File: config.mk
export PLATFORM = sky130hd
export DESIGN_NAME = bprq_ctrl
export DESIGN_NICKNAME = d
export VERILOG_FILES = /design/src/rtl/bprq_pkg.sv /design/src/rtl/bprq_ctrl.sv
export SDC_FILE = /design/constraint.sdc
export NUM_CORES = 1
export LEC_CHECK = 0
export BUFFER_PORTS_ARGS = -buffer_cell sky130_fd_sc_hd__buf_2
export CORE_AREA = 5 5 42 44
export CTS_BUF_LIST = sky130_fd_sc_hd__clkbuf_2
export CTS_CLUSTER_DIAMETER = 150
export DETAILED_ROUTE_END_ITERATION = 6
export DIE_AREA = 0 0 47 49
export PLACE_DENSITY = 0.62
export SLEW_MARGIN = 30
export SYNTH_ARGS = -nofsm -noshare
export SYNTH_HDL_FRONTEND = slang
export SYNTH_SLANG_ARGS = --single-unit
File: constraint.sdc
create_clock -name clock -period 1.06 [get_ports clock]
set_input_delay 0 -clock clock [delete_from_list [all_inputs] [get_ports clock]]
set_output_delay 0 -clock clock [all_outputs]
set_load 0.1 [all_outputs]
File: src/rtl/bprq_pkg.sv
// ----------------------------------------------------------------------------
// bprq_pkg
// shared sizes, codes, types and helpers of the budgeted priority tx queue
// ----------------------------------------------------------------------------
package bprq_pkg;

   localparam int MAX_PRIORITIES = 8;
   localparam int QUEUE_DEPTH    = 16;

   localparam int PRIO_W      = $clog2(MAX_PRIORITIES);
   localparam int PCNT_W      = $clog2(MAX_PRIORITIES + 1);
   localparam int QPTR_W      = $clog2(QUEUE_DEPTH);
   localparam int QCNT_W      = $clog2(QUEUE_DEPTH + 1);
   localparam int STORE_DEPTH = MAX_PRIORITIES * QUEUE_DEPTH;
   localparam int ADDR_W      = $clog2(STORE_DEPTH);
   localparam int BUDGET_W    = 24;
   localparam int TOTAL_W     = BUDGET_W + PRIO_W;
   localparam int WORD_W      = 32;

   localparam logic [BUDGET_W-1:0] RESET_ROUND_BUDGET = 24'd12500;
   localparam logic [3:0]          RESET_PRIO_COUNT   = 4'd8;
   localparam logic [2:0]          DEFAULT_PRIORITY   = 3'd2;
   localparam logic [7:0]          PERCENT_FULL       = 8'd100;

   // request kinds
   localparam logic [1:0] REQ_ENQUEUE = 2'd0;
   localparam logic [1:0] REQ_DEQUEUE = 2'd1;
   localparam logic [1:0] REQ_REMOVE  = 2'd2;
   localparam logic [1:0] REQ_UNKNOWN = 2'd3;

   // result status codes
   localparam logic [2:0] ST_ENQUEUED    = 3'd0;
   localparam logic [2:0] ST_RETURNED    = 3'd1;
   localparam logic [2:0] ST_NOTHING     = 3'd2;
   localparam logic [2:0] ST_ROUND_RESET = 3'd3;
   localparam logic [2:0] ST_QUEUE_FULL  = 3'd4;
   localparam logic [2:0] ST_BAD_PRIO    = 3'd5;

   // register indexes
   localparam logic [1:0] CSR_ROUND_BUDGET = 2'd0;
   localparam logic [1:0] CSR_PRIO_COUNT   = 2'd1;
   localparam logic [1:0] CSR_SHARE_LOW    = 2'd2;
   localparam logic [1:0] CSR_SHARE_HIGH   = 2'd3;

   // datapath commands
   typedef logic [3:0] cmd_code_type;
   localparam cmd_code_type CMD_NONE        = 4'd0;
   localparam cmd_code_type CMD_ENQ         = 4'd1;
   localparam cmd_code_type CMD_NONE_ELIG   = 4'd2;
   localparam cmd_code_type CMD_ROUND_RESET = 4'd3;
   localparam cmd_code_type CMD_SCAN_START  = 4'd4;
   localparam cmd_code_type CMD_NEXT        = 4'd5;
   localparam cmd_code_type CMD_READ        = 4'd6;
   localparam cmd_code_type CMD_POP_SEND    = 4'd7;
   localparam cmd_code_type CMD_RM_READ     = 4'd8;
   localparam cmd_code_type CMD_POP_RM      = 4'd9;
   localparam cmd_code_type CMD_LOAD        = 4'd10;

   typedef struct packed {
      cmd_code_type op;
   } dp_cmd_type;

   typedef struct packed {
      logic       req_valid;
      logic [1:0] req_type;
      logic       total_ge_budget;
      logic       scan_end;
      logic       scan_empty;
      logic       fits;
      logic       rm_found;
      logic       out_free;
   } dp_status_type;

   // saturated percent of one priority, zero beyond the register bytes
   function automatic logic [6:0] share_pct(input logic [31:0] lo, input logic [31:0] hi,
                                            input logic [PCNT_W-1:0] p);
      logic [63:0] both;
      logic [7:0]  pct;
      both = {hi, lo};
      pct  = 8'd0;
      for (int i = 0; i < 8; i++) begin
         if (int'(p) == i) begin
            pct = both[8*i +: 8];
         end
      end
      return (pct > PERCENT_FULL) ? PERCENT_FULL[6:0] : pct[6:0];
   endfunction

   function automatic logic [ADDR_W-1:0] store_addr(input logic [PRIO_W-1:0] idx,
                                                    input logic [QPTR_W-1:0] ptr);
      return ADDR_W'(int'(idx) * QUEUE_DEPTH + int'(ptr));
   endfunction

   function automatic logic [QPTR_W-1:0] advance(input logic [QPTR_W-1:0] ptr);
      return (int'(ptr) >= QUEUE_DEPTH - 1) ? '0 : QPTR_W'(int'(ptr) + 1);
   endfunction

endpackage

File: src/rtl/bprq_ctrl.sv
// ----------------------------------------------------------------------------
// bprq_ctrl
// controller: sequences enqueue, budgeted scan, remove and result hand-off
// ----------------------------------------------------------------------------
module bprq_ctrl (
   input  logic                    clock,
   input  logic                    reset,
   output logic                    req_tready,
   input  bprq_pkg::dp_status_type sts,
   output bprq_pkg::dp_cmd_type    cmd
);
   import bprq_pkg::*;

   localparam logic [3:0] S_IDLE = 4'd0;
   localparam logic [3:0] S_ENQ  = 4'd1;
   localparam logic [3:0] S_NONE = 4'd2;
   localparam logic [3:0] S_DQ   = 4'd3;
   localparam logic [3:0] S_RD   = 4'd4;
   localparam logic [3:0] S_CMP  = 4'd5;
   localparam logic [3:0] S_RM   = 4'd6;
   localparam logic [3:0] S_RMD  = 4'd7;
   localparam logic [3:0] S_OUT  = 4'd8;

   logic [3:0] state_ff;
   logic [3:0] state_in;

   assign req_tready = (state_ff == S_IDLE);

   always_comb begin
      state_in = state_ff;
      cmd.op   = CMD_NONE;
      case (state_ff)
         S_IDLE: begin
            if (sts.req_valid) begin
               case (sts.req_type)
                  REQ_ENQUEUE: state_in = S_ENQ;
                  REQ_DEQUEUE: state_in = S_DQ;
                  REQ_REMOVE:  state_in = S_RM;
                  default:     state_in = S_NONE;
               endcase
            end
         end
         S_ENQ: begin
            cmd.op   = CMD_ENQ;
            state_in = S_OUT;
         end
         S_NONE: begin
            cmd.op   = CMD_NONE_ELIG;
            state_in = S_OUT;
         end
         S_DQ: begin
            if (sts.total_ge_budget) begin
               cmd.op   = CMD_ROUND_RESET;
               state_in = S_OUT;
            end else begin
               cmd.op   = CMD_SCAN_START;
               state_in = S_RD;
            end
         end
         S_RD: begin
            if (sts.scan_end) begin
               cmd.op   = CMD_NONE_ELIG;
               state_in = S_OUT;
            end else if (sts.scan_empty) begin
               cmd.op = CMD_NEXT;
            end else begin
               cmd.op   = CMD_READ;
               state_in = S_CMP;
            end
         end
         S_CMP: begin
            if (sts.fits) begin
               cmd.op   = CMD_POP_SEND;
               state_in = S_OUT;
            end else begin
               cmd.op   = CMD_NEXT;
               state_in = S_RD;
            end
         end
         S_RM: begin
            if (sts.rm_found) begin
               cmd.op   = CMD_RM_READ;
               state_in = S_RMD;
            end else begin
               cmd.op   = CMD_NONE_ELIG;
               state_in = S_OUT;
            end
         end
         S_RMD: begin
            cmd.op   = CMD_POP_RM;
            state_in = S_OUT;
         end
         S_OUT: begin
            if (sts.out_free) begin
               cmd.op   = CMD_LOAD;
               state_in = S_IDLE;
            end
         end
         default: state_in = S_IDLE;
      endcase
   end

   always_ff @(posedge clock) begin
      if (reset) begin
         state_ff <= S_IDLE;
      end else begin
         state_ff <= state_in;
      end
   end

endmodule

Word level (Yosys, flattened, before mapping)
Cells that the tools add are included.

Reductions and logical operators: 4. Eq/ne operators: 13. Mux-type cells: 16.

Operators by type and width (count): $mux W4 (9); $pmux W4 S8 (1); $pmux W4 S7 (1); $eq A4 B3 Y1 const B (4); $pmux W3 S3 (1); $eq A4 B2 Y1 const B (2); $mux W3 (2); $eq A4 B1 Y1 const B (1); $eq A4 B4 Y1 const B (1); $logic_not A4 Y1 (1); $mux W2 (2); $ne A3 B3 Y1 const B (1); $reduce_and A3 Y1 (1); $reduce_or A3 Y1 (1); $eq A2 B1 Y1 const B (1); $eq A2 B2 Y1 const B (1); $logic_not A2 Y1 (1); $ne A2 B1 Y1 const B (1); $ne A2 B2 Y1 const B (1).

Register bits: 4. Output and inout port bits: 5. Bits of input ports: 11. Word-level logic and storage cells: 34.

Longest topological paths before layout
Word-level depth: 4. Mapped depth: 4. Mapped depth without buffers: 3.

Worst setup path after synthesis
Ideal clock, no wire load.

Kind: register to register. Start point: register state_ff[1]. End point: register state_ff[1]. Period minus slack after synthesis: 2.773 ns. Data arrival time: 2.702 ns. Cell stages (with the launch flop): 5. Setup time: 0.071 ns. Path buffers: 1. Slack: -1.713 ns. Required time: 0.989 ns. Path through: dfxtp_1 buf_6 nor4_2 o21ai_0 a21oi_1.

Cells in the longest elaborated chain, start to end: 3. Elaborated cells between the ends (all ways): 15. Classes of those cells: 11 x eq/ne; 1 x mux; 3 x reduce/logical.

RTL lines: start: declaration (RTL line bprq_ctrl.sv:24) `logic [3:0] state_ff;`; start signal: assignment (RTL line bprq_ctrl.sv:107) `state_ff <= state_in;`; $logic_not A4 Y1 (*); net req_tready (RTL line bprq_ctrl.sv:8) `output logic req_tready,`; $ne A2 B1 Y1 (no source line); $reduce_and A3 Y1 (no source line).

Mark *: on every way through the listed nets, which the timed path passes. The rest lies on a longest branch. A chain may end at the register's enable or synchronous reset.

==> run metrics <==
Net Count, Synth 66; GRT Util Overall 0.161; dpl hpwl 1070 um; mux contribution to synthesized area 0; largest family of logic cells by synthesized area simple AND/OR/NAND/NOR gates; placed cells 98; H-tree depth 1; antenna violations before repair 0; syn_area_per_cell 7.64 sq um; CP required 1.06 ns; YS warnings 0; clock root cell clkbuf_2; ys flop type dfxtp_1; Hold WC Path Type in -> reg; Antenna Diode Count 0; FF-to-FF setup slack -0.23 ns; CTS buffer count 3; Antenna Nets Post-Route 0; DRC Markers 0; Synth async-reset ratio 0; RSZ-0062 raised after global routing true; clock sink count 4; Worst Clk Skew ~0.012 ns; nets 107; largest net degree at the start of global routing 14; placed instance area 728 sq um; site row count 14; Final Cycle Share 1.37; Final Critical Period 1.46 ns; Non-Filler Instances between 100 and 150; first-pass GRT wire length 2620 um; synthesized area around 420 sq um; outcome finished with violations; vias in the first global route 578; Slew headroom 0.810; Area Overhead vs Synth 121%; Detailed Routing Iterations Pass 1 4; clk_lat worst skew around 0.22 ns; worst slew pin tran between 0.2 and 0.3 ns; Leak 0.000394 uW; die width approximately 47 um; Final Instance Area 927 sq um; setup TNS -2.36 ns; maximum VDD drop roughly 1.9 mV; Max-cap violations 0; flops & latches, synth 4; Largest Register state_ff; Power Dens Cells roughly 2400 nW/um^2; Netlist cell types 31; Post-synth EDFFs 0; post-synthesis sequential area ratio 0.190; Synth area leader dfxtp_1; Initial DRC Count 6; violated checks negative setup slack; Synth Area in XOR/XNOR 0; top flop regs state_ff x4; gr ovfl total 0; die height 49 um; IO buf count 15; Syn Inst Count 55; Initial Util 0.300; worst setup margin -0.396 ns; fillcell total roughly 110; Synth top area share 0.190; # setup viols final 9; Via Count 621; kind of critical path reg -> out; CTS tree done; wire per inst 15.4 um; Synth Area in Simple Gates 0.437; gpl congestion 0.814; Area contributors post-synth dfxtp_1 19%, and3b_1 6.2%, a21oi_1 6.0%; Worst Path Max Fanout 5; worst path arrival time 1.46 ns; core footprint 1400 sq um; achievable frequency 0.687 GHz; drt total wl 1690 um; Via density 5.65; Slew Limit Fails 0; Final Hold Viols 0; Max Root-Sink Buffers 2; startpoint types register; full die area 2300 sq um; I/O pins 16; Reg clk slew, reported paths about 0.04 ns; max FFs per register 4; fraction of layout cells with a size suffix above 1 0.702; Crit. End Element output port; adder-cell share of the synthesized area 0; compound-gate portion of the synthesized area 0.289
-- what timing repair did --
item                                    4_1_cts  5_1_grt
endpoints found under the setup margin        9        9
buffers inserted                              8        1
gates resized for setup                      13       10
gates cloned                                  0        0
hold buffers                                  1        0
pin swaps                                     7        4
hold endpoints to repair                      1        0
-- cells in the mapped netlist (all sizes together), types with 2 or more instances --
library cell and n:
nand3 3, nor2b 3, and3b 3, nor3 3, a21oi 5, o211ai 2
inv 2, nor3b 2, nand2 3, buf 3, dfxtp 4, nand2b 2
o21ai 3, nand3b 3
-- per-layer routing --
metal | global-route usage | vias to the layer above | share of wire
li1 | - | 293 | -
met1 | 0.207 | 295 | 0.41
met2 | 0.226 | 27 | 0.50
met3 | 0.0406 | 6 | 0.044
met4 | 0.111 | 0 | 0.045
met5 | 0 | - | 0
-- cell usage in the layout (no fill, tap or decap), types with 2 or more instances in the layout --
master / instances
nor3_4: 2
o21ai_1: 2
inv_1: 2
o211ai_1: 2
nand2b_1: 2
buf_4: 22
buf_2: 10
a21oi_2: 3
clkbuf_2: 3
buf_12: 6
nand3b_1: 3
dfxtp_4: 2
nor2b_2: 3
a21oi_1: 2
dfxtp_2: 2
and3b_1: 3
nand2_1: 2
-- logic make-up (layout without fill, tap and decap cells) --
family                 after synthesis  after routing
and+or+nand+nor                     28             28
AOI/OAI and AO/OA                   17             17
buffers and inverters                6             45
DFF                                  4              4
-- path summary, 6_finish.rpt --
check | start | to | depth (start not counted)
max | state_ff[0]$_SDFFE_PP0P_ | cmd[2] | 5
min | sts[6] | state_ff[1]$_SDFFE_PP0P_ | 3
min reg2reg | state_ff[0]$_SDFFE_PP0P_ | state_ff[0]$_SDFFE_PP0P_ | 2
max reg2reg | state_ff[2]$_SDFFE_PP0P_ | state_ff[0]$_SDFFE_PP0P_ | 3
-- layout make-up --
class | instances | area (sq um) | area share
sequential | 4 | 90.1 | 0.0972
timing repair buffer | 40 | 357 | 0.385
tap | 16 | 20.0 | 0.0216
clock buffer | 3 | 15.0 | 0.0162
inverter | 2 | 7.51 | 0.00810
multi-input combinational | 45 | 438 | 0.472
-- metrics by stage --
stage          hold slack [ns]  total power, uW  worst slack (ns)  utilization
2_1_floorplan           0.0724             1180            -0.930            -
3_3_place_gp             0.193             1730            -0.208        0.520
3_5_place_dp             0.192             1750            -0.233        0.520
4_1_cts                 0.0737             2100            -0.399        0.615
5_1_grt                 0.0667             2340            -0.482        0.662
6_report                0.0699             2220            -0.396        0.662
-- power breakdown --
group,total (uW),switching (uW),internal (uW)
Sequential,319,115,204
Combinational,1750,943,808
Clock,151,75.0,76.4
-- critical path, stage by stage, from the launching register on --
cell	delay, ns
dfxtp_2	0.38
buf_4	0.15
nor2b_2	0.21
nand2_1	0.11
a21oi_2	0.20
buf_12	0.19
No activity file was read; power rests on OpenSTA's default activity.
